## src/rwcs_udiv.sv

```systemverilog
// rwcs_udiv: pipelined restoring divider, one quotient bit per register stage
// depends on nothing; the caller keeps num >> QW below den
module rwcs_udiv #(
    parameter int NW = 16,
    parameter int DW = 8,
    parameter int QW = 8
) (
    input  logic          i_clk,
    input  logic          i_en,
    input  logic [NW-1:0] i_num,
    input  logic [DW-1:0] i_den,
    output logic [QW-1:0] o_quo,
    output logic [DW-1:0] o_rem
);
    logic [DW-1:0] r_rem [QW];
    logic [QW-1:0] r_quo [QW];
    logic [NW-1:0] r_num [QW];
    logic [DW-1:0] r_den [QW];

    for (genvar g = 0; g < QW; g++) begin : g_stage
        logic [DW-1:0] rem_in;
        logic [DW-1:0] den_in;
        logic [QW-1:0] quo_in;
        logic [NW-1:0] num_in;
        logic [DW:0]   trial;
        logic          ge;

        if (g == 0) begin : g_first
            assign rem_in = DW'(i_num >> QW);
            assign den_in = i_den;
            assign quo_in = '0;
            assign num_in = i_num;
        end else begin : g_next
            assign rem_in = r_rem[g-1];
            assign den_in = r_den[g-1];
            assign quo_in = r_quo[g-1];
            assign num_in = r_num[g-1];
        end

        assign trial = {rem_in, num_in[QW-1-g]};
        assign ge    = trial >= {1'b0, den_in};

        always_ff @(posedge i_clk) begin
            if (i_en) begin
                r_rem[g] <= ge ? DW'(trial - {1'b0, den_in}) : trial[DW-1:0];
                r_quo[g] <= QW'({quo_in, ge});
                r_num[g] <= num_in;
                r_den[g] <= den_in;
            end
        end
    end

    assign o_quo = r_quo[QW-1];
    assign o_rem = r_rem[QW-1];
endmodule

```

## config.mk

```make
export PLATFORM = sky130hd
export DESIGN_NAME = rwcs_udiv
export DESIGN_NICKNAME = d
export VERILOG_FILES = /design/src/rwcs_udiv.sv
export SDC_FILE = /design/constraint.sdc
export NUM_CORES = 1
export LEC_CHECK = 0
export BUFFER_PORTS_ARGS = -buffer_cell sky130_fd_sc_hd__buf_4
export CAP_MARGIN = 20
export CORE_ASPECT_RATIO = 0.7
export CORE_MARGIN = 2
export CORE_UTILIZATION = 55
export DETAILED_ROUTE_END_ITERATION = 8
export PLACE_DENSITY = 0.75
export SLEW_MARGIN = 15
export SYNTH_ARGS = -nofsm -noshare
export SYNTH_HDL_FRONTEND = slang
export SYNTH_SLANG_ARGS = --single-unit
```

## constraint.sdc

```tcl
create_clock -name i_clk -period 2.3 [get_ports i_clk]
set_input_delay 0.46 -clock i_clk [delete_from_list [all_inputs] [get_ports i_clk]]
set_output_delay 0.46 -clock i_clk [all_outputs]
set_load 0.1 [all_outputs]
```

Yosys cells after proc, flatten, opt, wreduce, memory -nomap -nowiden:

Memory sizes are Yosys's and may differ from the RTL's.
Cells that the tools add are included.
W data, S select, Z words.

* add/subtract/negate cells: 8
* $mul: 0
* div/mod/pow operators: 0
* magnitude comparators: 8
* equality and inequality tests: 0
* shift-type cells: 0
* mux-type cells: 10
* bitwise gates (word level): 0
* reduce and logical (&&, ||, !) cells: 0

Operators with widths (count)
* $ge A9 B8 Y1: 8
* $mux W8: 8
* $sub A8 B8 Y8: 8
* $mux W1: 2

* register bits after elaboration: 0
* latch bits: 0
* bits in writable memories: 320
* memory bits (read-only): 0
* output and inout bits: 16
* word-level logic and storage cells: 30
* memories: 4

Memory list
* r_num: words 8, bits a word 16, read ports 7, clocked after memory_dff 0, write ports 8, RTL line 17 `logic [NW-1:0] r_num [QW];`
* r_den: words 8, bits a word 8, read ports 7, clocked after memory_dff 0, write ports 8, RTL line 18 `logic [DW-1:0] r_den [QW];`
* r_quo: words 8, bits a word 8, read ports 8, clocked after memory_dff 0, write ports 8, RTL line 16 `logic [QW-1:0] r_quo [QW];`
* r_rem: words 8, bits a word 8, read ports 8, clocked after memory_dff 0, write ports 8, RTL line 15 `logic [DW-1:0] r_rem [QW];`

Logic depth before layout (Yosys ltp):

Gate-level depths: netlist (run 1).
An unclocked memory read counts as a cell.

* word-level depth: 3
* mapped depth: 8

Worst setup path after synthesis (run 1):

No wires, ideal clock.

* kind: register to register
* start point: memory r_rem[6][5] (netlist: r_rem[1][21])
* end point: memory r_rem[7][2] (netlist: r_rem[1][26]), data pin
* data arrival time: 1914 ps
* data required time: 2040 ps
* slack: 126 ps
* stages on the path, launching flop included: 7
* path buffers: 0
* period minus slack after synthesis: 2174 ps
* path through: edfxtp_1 ha_1 a21oi_1 o21ai_1 a211o_1 a31oi_4 mux2_2

RTL lines (RTL line)
* start, declared: 15

==> results of run 1 <==
-- cell usage in the layout, fill, tap and decap left out, drive strengths merged, types with 4 or more instances in the layout --
master and count:
nand3 15, xnor2 17, nor2b 25, nor4 5, xor2 6, o21bai 7
edfxtp 184, clkbuf 18, o21a 26, nor2 31, o31ai 6, ha 64
a21oi 34, a21boi 8, o21ai 33, buf 85, mux2i 16, a21o 9
o31a 9, nor3 14, o211ai 6, inv 97, fa 8, nand2b 4
nand4 4, nand2 30, clkinv 7, mux2 30
-- sequential cells by signal, indices dropped and copies added (netlist names) --
signal	cells
r_rem	64
r_quo	36
r_num	28
r_den	56
-- per-stage QoR --
step | setup TNS (ns) | setup slack, ns | std cells
floorplan | 0 | 0.1259 | 715
global placement | -0.2201 | -0.07144 | 1010
detailed placement | -0.6612 | -0.1347 | 1010
CTS | 0 | 0.005388 | 1045
global route | -0.3451 | -0.04460 | 1054
finish | 0 | 0.03878 | 1054
-- cell type report --
| class | instances | share of cell area [%] |
|---|---|---|
| Sequential cell | 184 | 50.35 |
| Multi-Input combinational cell | 434 | 32.36 |
| Timing Repair Buffer | 85 | 6.226 |
| Clock buffer | 18 | 3.911 |
| Inverter | 94 | 3.216 |
| Tap cell | 225 | 2.566 |
| Clock inverter | 14 | 1.368 |
-- power by group through the flow --
| stage | combinational, mW | sequential (mW) | clock [mW] |
|---|---|---|---|
| floorplan | 3.02 | 5.48 | 0 |
| global placement | 4.63 | 4.96 | 0 |
| detailed placement | 4.88 | 4.98 | 0 |
| CTS | 5.04 | 4.93 | 2.93 |
| global route | 5.72 | 5.00 | 3.06 |
| finish | 5.31 | 4.94 | 2.87 |
-- what timing repair did --
action | 4_1_cts | 5_1_grt
pin swaps | 3 | 13
buffers inserted | 3 | 9
endpoints found under the setup margin | 16 | 32
resized for setup | 5 | 15
hold endpoints to repair | 0 | 0
-- routing by layer --
metal  track usage (%)  vias to the layer above
li1                  -                     2854
met1             31.09                     2873
met2             31.23                      208
met3             4.509                       27
met4             6.545                        0
met5                 0                        -
-- path summary, 6_finish.rpt --
check	from	endpoint	slack (ns)	cells after the start
max	r_rem[0][21]$_DFFE_PP_	r_rem[0][29]$_DFFE_PP_	0.04	6
min	i_num[2]	r_num[0][2]$_DFFE_PP_	0.21	1
max reg2reg	r_rem[0][21]$_DFFE_PP_	r_rem[0][29]$_DFFE_PP_	0.04	6
min reg2reg	r_num[0][19]$_DFFE_PP_	r_num[1][3]$_DFFE_PP_	0.42	0
-- cells by family after synthesis --
| logic type | Yosys count | synth area share (%) |
|---|---|---|
| and+or+nand+nor | 138 | 7.402 |
| buffers and inverters | 97 | 3.916 |
| xor gates and xnor gates | 23 | 2.159 |
| adders and majority gates | 72 | 10.30 |
| AOI/OAI and AO/OA | 155 | 11.67 |
| muxes | 46 | 5.337 |
| DFF | 184 | 59.22 |
==> flow_summary.yaml, run 1 <==
status:
  status: "finished clean"
job:
  maxCapViolCount: 0
layout:
  regArea_um2: 5525
  n_fill_cell: 1169
  multi_input_area_um2: 3551
  syn2layout_area_growth_pct: 17.61
  antennaDiodeCount: 0
  final_util_pct: 66.73
  drive_gt1_share_pct: 20.51
  final_area_um2: 10970
  nets: 914
drt:
  drt-met1-wl_mm: 8.891
  drt_pass1_iterations: 5
  wl_per_cell_um: 17.25
  ant_nets: 0
  dr_wl_met3_mm: 1.153
  dr.max_layer_used: "met4"
  drc: 0
  routed-via-count: 5962
  routed_wl_mm: 18.19
  drtIter0Drc: 603
  via_per_inst: 5.657
  wl_met2_mm: 7.912
timing:
  hold_viol: 0
  holdWs_ns: 0.2072
  relSlewSlack_pct: 70.08
  finalCritPeriodShare_pct: 98.31
  layout_min_cycle_time_ns: 2.261
  finClkSkew_ns: 0.009561
  drv_slew: 0
  fmax_mhz: 442.2
  tightest_slew_ns: 0.4481
  rsz0062_at_grt: "true"
  setup-violations-final: 0
placed_design:
  hpwl_mm: 13.00
  placed_area_um2: 10190
  place_congestion: 0.8540
  port_buffers: 41
clocking:
  cts_max_level: 4
  clk_pin_slew_worst_paths_ns: 0.07
  clock_path_buffers: 2
  cts_sinks: 184
  numCtsBuffers: 17
  cts_root_buf: "clkbuf_16"
  hold_buffers: 0
  cts_tree: "done"
  clock_latency_ns: 0.43
global_routing:
  grt_usage_pct: 20.97
  overflow: 0
  antenna_found_initial: 0
  grt_first_pass_wirelength_mm: 29.55
  grt_max_degree: 52
  grt_pass1_vias: 5770
yosys:
  synthCells: 715
  synthFlopType: "edfxtp_1"
  async_flop_share_pct: 0
  synth_common_cells: "edfxtp_1 (184), inv_1 (94), ha_1 (64)"
  ys_seq_area_share_pct: 59.22
  yosysTopAreaCell: "edfxtp_1"
  yosys-top-cells-area: "edfxtp_1 (59%), ha_1 (8.6%), inv_1 (3.8%)"
  synth_edf_count: 184
  synth_area_um2: 9330
  yosysMostFrequentCell: "edfxtp_1"
  synth_top_area_share_pct: 59.22
  synth_fp_nets: 813
  avgSynthCellArea_um2: 13.05
  ys_ff_latch: 184
  yosysWarnings: 0
  ys_types: 49
floorplanning:
  fp.dieH_um: 113.0
  start_util_pct: 56.74
  dieArea_um2: 18040
  die_w_um: 159.7
  core_area_um2: 16440
  io_pins: 42
  num_rows: 39
pwr:
  p_comb_share_pct: 40.5
  leakage_nw: 4.412
  p_int_mw: 8.532
  p_switching_mw: 4.595
  power.density_nw_per_um2: 1196
  switching_share_pct: 35.00
  power_frac_seq_pct: 37.7
  power.total_mw: 13.13
  vdd_drop_max_v: 0.0009460
  clock_power_share_pct: 21.9
worst_setup_path:
  slowest_delay_ns: 0.39
  crit_type: "flip-flop to flip-flop"
  cp.arrival_ns: 2.44
  crit_slowest_cell: "edfxtp_1"
  path_cells: "ha_1, a21o_1, o21bai_1, a21boi_1, a21boi_4, mux2_2"
  worst_setup_path_start_kind: "flip-flop"
  crit_family: "compound AO/OA/AOI/OAI gates"
  crit_fanout: 7
  cp_data_required_time_ns: 2.48
  endpoint_kind: "flip-flop"
  cp_num_buf_inv: 0
hold_path:
  min_path_type: "input port to flip-flop"
Note: power is estimated with default switching activity, not from simulation.
==> inputs of run 2 (changes only) <==
--- a/config.mk
+++ b/config.mk
@@ -5,12 +5,14 @@
 export SDC_FILE = /design/constraint.sdc
 export NUM_CORES = 1
 export LEC_CHECK = 0
+export ABC_AREA = 1
 export BUFFER_PORTS_ARGS = -buffer_cell sky130_fd_sc_hd__buf_4
 export CAP_MARGIN = 20
 export CORE_ASPECT_RATIO = 0.7
 export CORE_MARGIN = 2
 export CORE_UTILIZATION = 55
 export DETAILED_ROUTE_END_ITERATION = 8
+export MAX_ROUTING_LAYER = met4
 export PLACE_DENSITY = 0.75
 export SLEW_MARGIN = 15
 export SYNTH_ARGS = -nofsm -noshare
==> run 2 against run 1 <==
  * Wire length grew 13%
  * Total power shrank 0.94%
  * Critical path type unchanged
  * Flip-flop and latch count is the same
  * Synthesized area grew 8.4%
  * Largest power group unchanged
  * Non-clock buffer count shrank 36
  * Die area grew 8.1%
  * Clock power shrank 3%
  * Synthesized cell count grew 50%
  * Clock-buffer cell count grew 3
  * Highest routed layer unchanged
  * Critical path depth grew 3
  * Clock skew is essentially flat
  * Register-to-register slack gained 0.21 ns
  * Critical endpoint is now r_rem[0][24]$_DFFE_PP_
==> flow_summary.yaml, run 2 <==
layout:
  antennaDiodeCount: 0
  drive_gt1_share_pct: 9.457
  nets: 1227
  reg.largest.list: "r_rem (64), r_den (56), r_quo (36)"
  final_common_cell: "nand2_1"
  final_cell_mix: "nand2_1 (349), inv_1 (186), edfxtp_1 (184), nand3_1 (114), ha_1 (64)"
  syn2layout_area_growth_pct: 11.73
  final_util_pct: 62.75
  largest-register: "r_rem"
  largest_reg_flops: 64
yosys:
  yosysTopAreaCell: "edfxtp_1"
  avgSynthCellArea_um2: 9.461
  synth_common_cells: "nand2_1 (349), inv_1 (186), edfxtp_1 (184)"
  async_flop_share_pct: 0
  yosysWarnings: 0
  synth_area_um2: 10110
  yosys-top-cells-area: "edfxtp_1 (55%), nand2_1 (13%), ha_1 (7.9%)"
  synth_edf_count: 184
  synth_fp_nets: 1167
  synth_top_area_share_pct: 54.63
  ys_ff_latch: 184
  ys_types: 26
  synthCells: 1069
  ys_seq_area_share_pct: 54.63
  yosysMostFrequentCell: "nand2_1"
  synthFlopType: "edfxtp_1"
hold_path:
  worstHoldStart: "i_num[2]"
  whs_endpoint: "r_num[0][2]$_DFFE_PP_"
  min_path_type: "input port to flip-flop"
  hold_path_depth: 1
drt:
  drt_pass1_iterations: 5
  routed-via-count: 7265
  ant_nets: 0
  wl_per_cell_um: 14.86
  via_per_inst: 5.272
  drc: 0
  drtIter0Drc: 930
  routed_wl_mm: 20.48
clocking:
  cts_root_buf: "clkbuf_16"
  cts_max_level: 4
  cts_resized: 0
  cts_sinks: 184
  clock_path_buffers: 2
  clock_latency_ns: 0.43
  numCtsBuffers: 17
  hold_buffers: 0
  clk_pin_slew_worst_paths_ns: 0.07
  cts_tree: "done"
  cts_setup_buffers: 0
floorplanning:
  num_rows: 41
  dieArea_um2: 19510
  start_util_pct: 56.17
  die_w_um: 166.1
  io_pins: 42
  fp.dieH_um: 117.5
  core_area_um2: 18010
job:
  maxCapViolCount: 0
worst_setup_path:
  r2r_cells: 9
  path_cells: "ha_1, nand2_1, nor2_1, nand2_1, nor2_1, nor2_4, nand2_4, nand2_1, nand2_1"
  crit_type: "flip-flop to flip-flop"
  cp-startpoint: "r_rem[0][17]$_DFFE_PP_"
  rr_endpoint: "r_rem[0][24]$_DFFE_PP_"
  reg2reg_slack_ns: 0.25
  slowest_delay_ns: 0.42
  crit_slowest_cell: "edfxtp_1"
  cp_num_buf_inv: 0
  crit_family: "simple AND/OR/NAND/NOR gates"
  worst_setup_path_start_kind: "flip-flop"
  cp.arrival_ns: 2.23
  endpoint_kind: "flip-flop"
  r2r_start: "r_rem[0][17]$_DFFE_PP_"
  cp_data_required_time_ns: 2.48
  crit_fanout: 9
  crit_top_cell: "nand2_1"
timing:
  finalCritPeriodShare_pct: 89.25
  setup_tns_ns: 0
  drv_slew: 0
  fmax_mhz: 487.2
  setup-violations-final: 0
  finClkSkew_ns: 0.009564
  tightest_slew_ns: 0.4800
  hold_viol: 0
  layout_min_cycle_time_ns: 2.053
  holdWs_ns: 0.1997
  rsz0062_at_grt: "false"
  relSlewSlack_pct: 68.00
pwr:
  power_frac_seq_pct: 38.4
  p_int_mw: 7.851
  switching_share_pct: 39.62
  p_switching_mw: 5.153
  leakage_nw: 5.453
  power.density_nw_per_um2: 1151
  clock_power_share_pct: 21.5
  p_comb_share_pct: 40.1
  vdd_drop_max_v: 0.0009615
global_routing:
  overflow: 0
  grt_pass1_vias: 6433
  grt_first_pass_wirelength_mm: 33.57
  grt_max_degree: 53
  grt_usage_pct: 22.38
  antenna_found_initial: 0
status:
  status: "finished clean"
placed_design:
  port_buffers: 41
  place_congestion: 0.8938
  hpwl_mm: 15.21
## run 2: changes by cell type after synthesis, sizes merged, moves of 16 or more
cell	change
nand2	+339
nand3	+101
inv	+92
o21ai	-33
mux2	-30
o21a	-26
nor2b	-25
nor2	+22
mux2i	-16
## run 2: kinds of logic after synthesis
family,synth area share [%]
xor gates and xnor gates,2.079
AOI/OAI and AO/OA,1.608
adders and majority gates,9.501
buffers and inverters,7.621
DFF,54.63
and+or+nand+nor,24.56
## run 2: metal layers
layer / vias to the layer above / global-route usage, % / share of wire, %
met3: 16 / 4.102 / 8.4
met2: 301 / 26.74 / 37
met4: 0 / 4.946 / 1.0
met5: - / - / 0
met1: 3344 / 38.18 / 54
li1: 3604 / - / -
## run 2: worst max path at each step
stage / to / slack, ns / cells past startpoint
floorplan: r_rem[0][7]$_DFFE_PP_ / 0.55 / 11
global placement: r_rem[0][7]$_DFFE_PP_ / 0.31 / 10
global route: r_rem[0][16]$_DFFE_PP_ / 0.11 / 9
detailed placement: r_rem[0][7]$_DFFE_PP_ / 0.26 / 10
CTS: r_rem[0][12]$_DFFE_PP_ / 0.31 / 9
finish: r_rem[0][24]$_DFFE_PP_ / 0.25 / 9
## run 2: worst register-to-register path, stage by stage, from the launching register on
cell and delay (ns):
edfxtp_1 0.42, ha_1 0.42, nand2_1 0.12, nor2_1 0.05, nand2_1 0.10, nor2_1 0.09
nor2_4 0.27, nand2_4 0.17, nand2_1 0.09, nand2_1 0.06
## run 2: cell type report
cell class / count / area (um2)
fillers: 1438 / 6706
flip-flops and latches: 184 / 5525
multi-input cells: 691 / 3817
inverters: 186 / 698.2
clock buffers: 21 / 440.4
repair buffers: 49 / 411.6
well taps: 236 / 295.3
clock inverters: 11 / 111.4
## run 2: metrics by stage
stage          area, um2  total power [mW]  setup slack, ns  cells
2_1_floorplan      10110             8.963           0.5474   1069
3_3_place_gp       10750             10.06           0.3101   1346
3_5_place_dp       10750             10.15           0.2568   1346
4_1_cts            11300             12.97           0.3105   1378
5_1_grt            11300             13.86           0.1063   1378
6_report           11300             13.00           0.2473   1378
## run 2: power groups by stage
stage | Sequential, mW | Combinational (mW) | Clock, mW
floorplan | 5.54 | 3.43 | 0
global placement | 5.04 | 5.03 | 0
detailed placement | 5.05 | 5.11 | 0
CTS | 4.99 | 5.15 | 2.83
global route | 5.05 | 5.85 | 2.96
finish | 5.00 | 5.22 | 2.79
==> inputs of run 3 (changes only) <==
==> constraint.sdc (replaced) <==
create_clock -name i_clk -period 1.8 [get_ports i_clk]
set_input_delay 0.36 -clock i_clk [delete_from_list [all_inputs] [get_ports i_clk]]
set_output_delay 0.36 -clock i_clk [all_outputs]
set_load 0.1 [all_outputs]
==> run 3 against run 2 <==
  * The flow now finishes with violations (setup timing)
  * Critical endpoint is now r_rem[0][21]$_DFFE_PP_
  * Utilization increased by 16 points
  * Flip-flop and latch count stayed put
  * Largest power group unchanged
  * Cell area increased by 25%
  * Clock skew increased by 0.0046 ns
  * Critical path type unchanged
  * Register-to-register slack worse by 0.39 ns
  * Clock-buffer cell count decreased by 2
  * Fmax increased by 5.7%
  * Critical path depth rose by 1
  * Via count up 21%
==> flow_summary.yaml, run 3 (synthesized netlist as in run 2, its figures left out) <==
layout:
  drive_gt1_share_pct: 40.18
  antennaDiodeCount: 0
  syn2layout_area_growth_pct: 39.81
  nets: 1440
  multi_input_area_um2: 5045
  reg.largest.list: "r_rem (64), r_den (56), r_quo (36)"
  regArea_um2: 5525
  largest_reg_flops: 64
  instances_no_fill: 1590
  final_common_cell: "nand2_1"
  largest-register: "r_rem"
  n_fill_cell: 1013
  final_cell_mix: "nand2_1 (274), buf_4 (232), edfxtp_1 (184), inv_1 (154), nand3_1 (84)"
floorplanning:
  io_pins: 42
  num_rows: 41
  fp.dieH_um: 117.5
  dieArea_um2: 19510
  core_area_um2: 18010
  start_util_pct: 56.17
  die_w_um: 166.1
global_routing:
  grt_pass1_vias: 7578
  antenna_found_initial: 0
  grt_usage_pct: 25.62
  grt_max_degree: 45
  overflow: 0
  grt_first_pass_wirelength_mm: 38.18
clocking:
  cts_sinks: 184
  cts_max_level: 4
  clk_pin_slew_worst_paths_ns: 0.07
  numCtsBuffers: 17
  cts_tree: "done"
  clock_path_buffers: 2
  cts_root_buf: "clkbuf_16"
  clock_latency_ns: 0.45
timing:
  rsz0062_at_grt: "true"
  fmax_mhz: 514.8
  finClkSkew_ns: 0.01418
  setup-violations-final: 42
  tightest_slew_ns: 0.3453
  drv_slew: 0
  finalCritPeriodShare_pct: 107.9
  layout_min_cycle_time_ns: 1.942
  finalWorstSetupSlack_ns: -0.1425
  setup_tns_ns: -3.148
  relSlewSlack_pct: 76.86
  hold_viol: 0
pwr:
  leakage_nw: 6.550
  vdd_drop_max_v: 0.001628
  power.density_nw_per_um2: 1465
  power.total_mw: 20.72
hold_path:
  hold_path_depth: 1
  min_path_type: "input port to flip-flop"
worst_setup_path:
  cp.arrival_ns: 2.14
  crit_fanout: 4
  cp.depth: 10
  worst_setup_path_start_kind: "flip-flop"
  cp_data_required_time_ns: 2.00
  path_cells: "ha_4, nand2_2, nor2_2, nand2_2, nor2_2, nor2_2, buf_4, clkbuf_16, nand3_2, nand2_1"
  crit_slowest_cell: "edfxtp_1"
  endpoint_kind: "flip-flop"
  crit_top_cell: "nor2_2"
  crit_family: "simple AND/OR/NAND/NOR gates"
  reg2reg_slack_ns: -0.14
  slowest_delay_ns: 0.48
  crit_type: "flip-flop to flip-flop"
  r2r_cells: 10
  cp_num_buf_inv: 2
placed_design:
  place_congestion: 0.9074
  place_inst: 1483
  port_buffers: 41
  hpwl_mm: 16.66
drt:
  routed-via-count: 8825
  ant_nets: 0
  drtIter0Drc: 1336
  wl_per_cell_um: 18.20
  routed_wl_mm: 28.93
  drc: 0
  via_per_inst: 5.550
  drt_pass1_iterations: 7
status:
  status: "finished, violations left"
  violations: "setup timing"
job:
  maxCapViolCount: 0
-- run 3: path summary, 6_finish.rpt --
path | endpoint | from
min reg2reg | r_num[2][1]$_DFFE_PP_ | r_num[1][17]$_DFFE_PP_
min | r_num[0][2]$_DFFE_PP_ | i_num[2]
max | r_rem[0][21]$_DFFE_PP_ | r_den[1][0]$_DFFE_PP_
max reg2reg | r_rem[0][21]$_DFFE_PP_ | r_den[1][0]$_DFFE_PP_
-- run 3: area by class of cell --
| type | count | share of cell area (%) |
|---|---|---|
| Sequential cell | 184 | 39.08 |
| Timing Repair Buffer | 254 | 14.56 |
| Tap cell | 236 | 2.088 |
| Multi-Input combinational cell | 699 | 35.68 |
| Inverter | 186 | 4.991 |
| Clock inverter | 12 | 0.5486 |
| Clock buffer | 19 | 3.062 |
-- run 3: what timing repair did --
action | 4_1_cts | 5_1_grt
gates resized for setup | 48 | 216
setup buffers | 26 | 41
setup endpoints to repair | 58 | 59
hold buffers | 0 | 0
gates cloned | 3 | 6
pin swaps | 20 | 111
-- run 3: metrics by stage --
step	utilization [%]	area, um2	setup WS [ns]	hold WS (ns)
after floorplan	-	10110	0.07519	0.4003
after global placement	65.61	11810	-0.1568	0.4009
after detailed placement	65.61	11810	-0.2017	0.4045
after CTS	71.47	12870	0.0001010	0.08162
after global routing	78.53	14140	-0.2027	0.08282
final	78.53	14140	-0.1425	0.08711
-- run 3: per-layer routing --
metal / vias up / part of all wire, % / track usage, %
met3: 90 / 9.8 / 4.169
li1: 4045 / - / -
met4: 0 / 2.6 / 6.685
met5: - / 0 / -
met1: 4124 / 43 / 39.49
met2: 566 / 45 / 35.24
-- run 3: power by group --
group	internal [mW]	switching, mW
combinational	4.59	6.17
clock	1.75	1.63
sequential	5.91	0.670
total	12.2	8.47
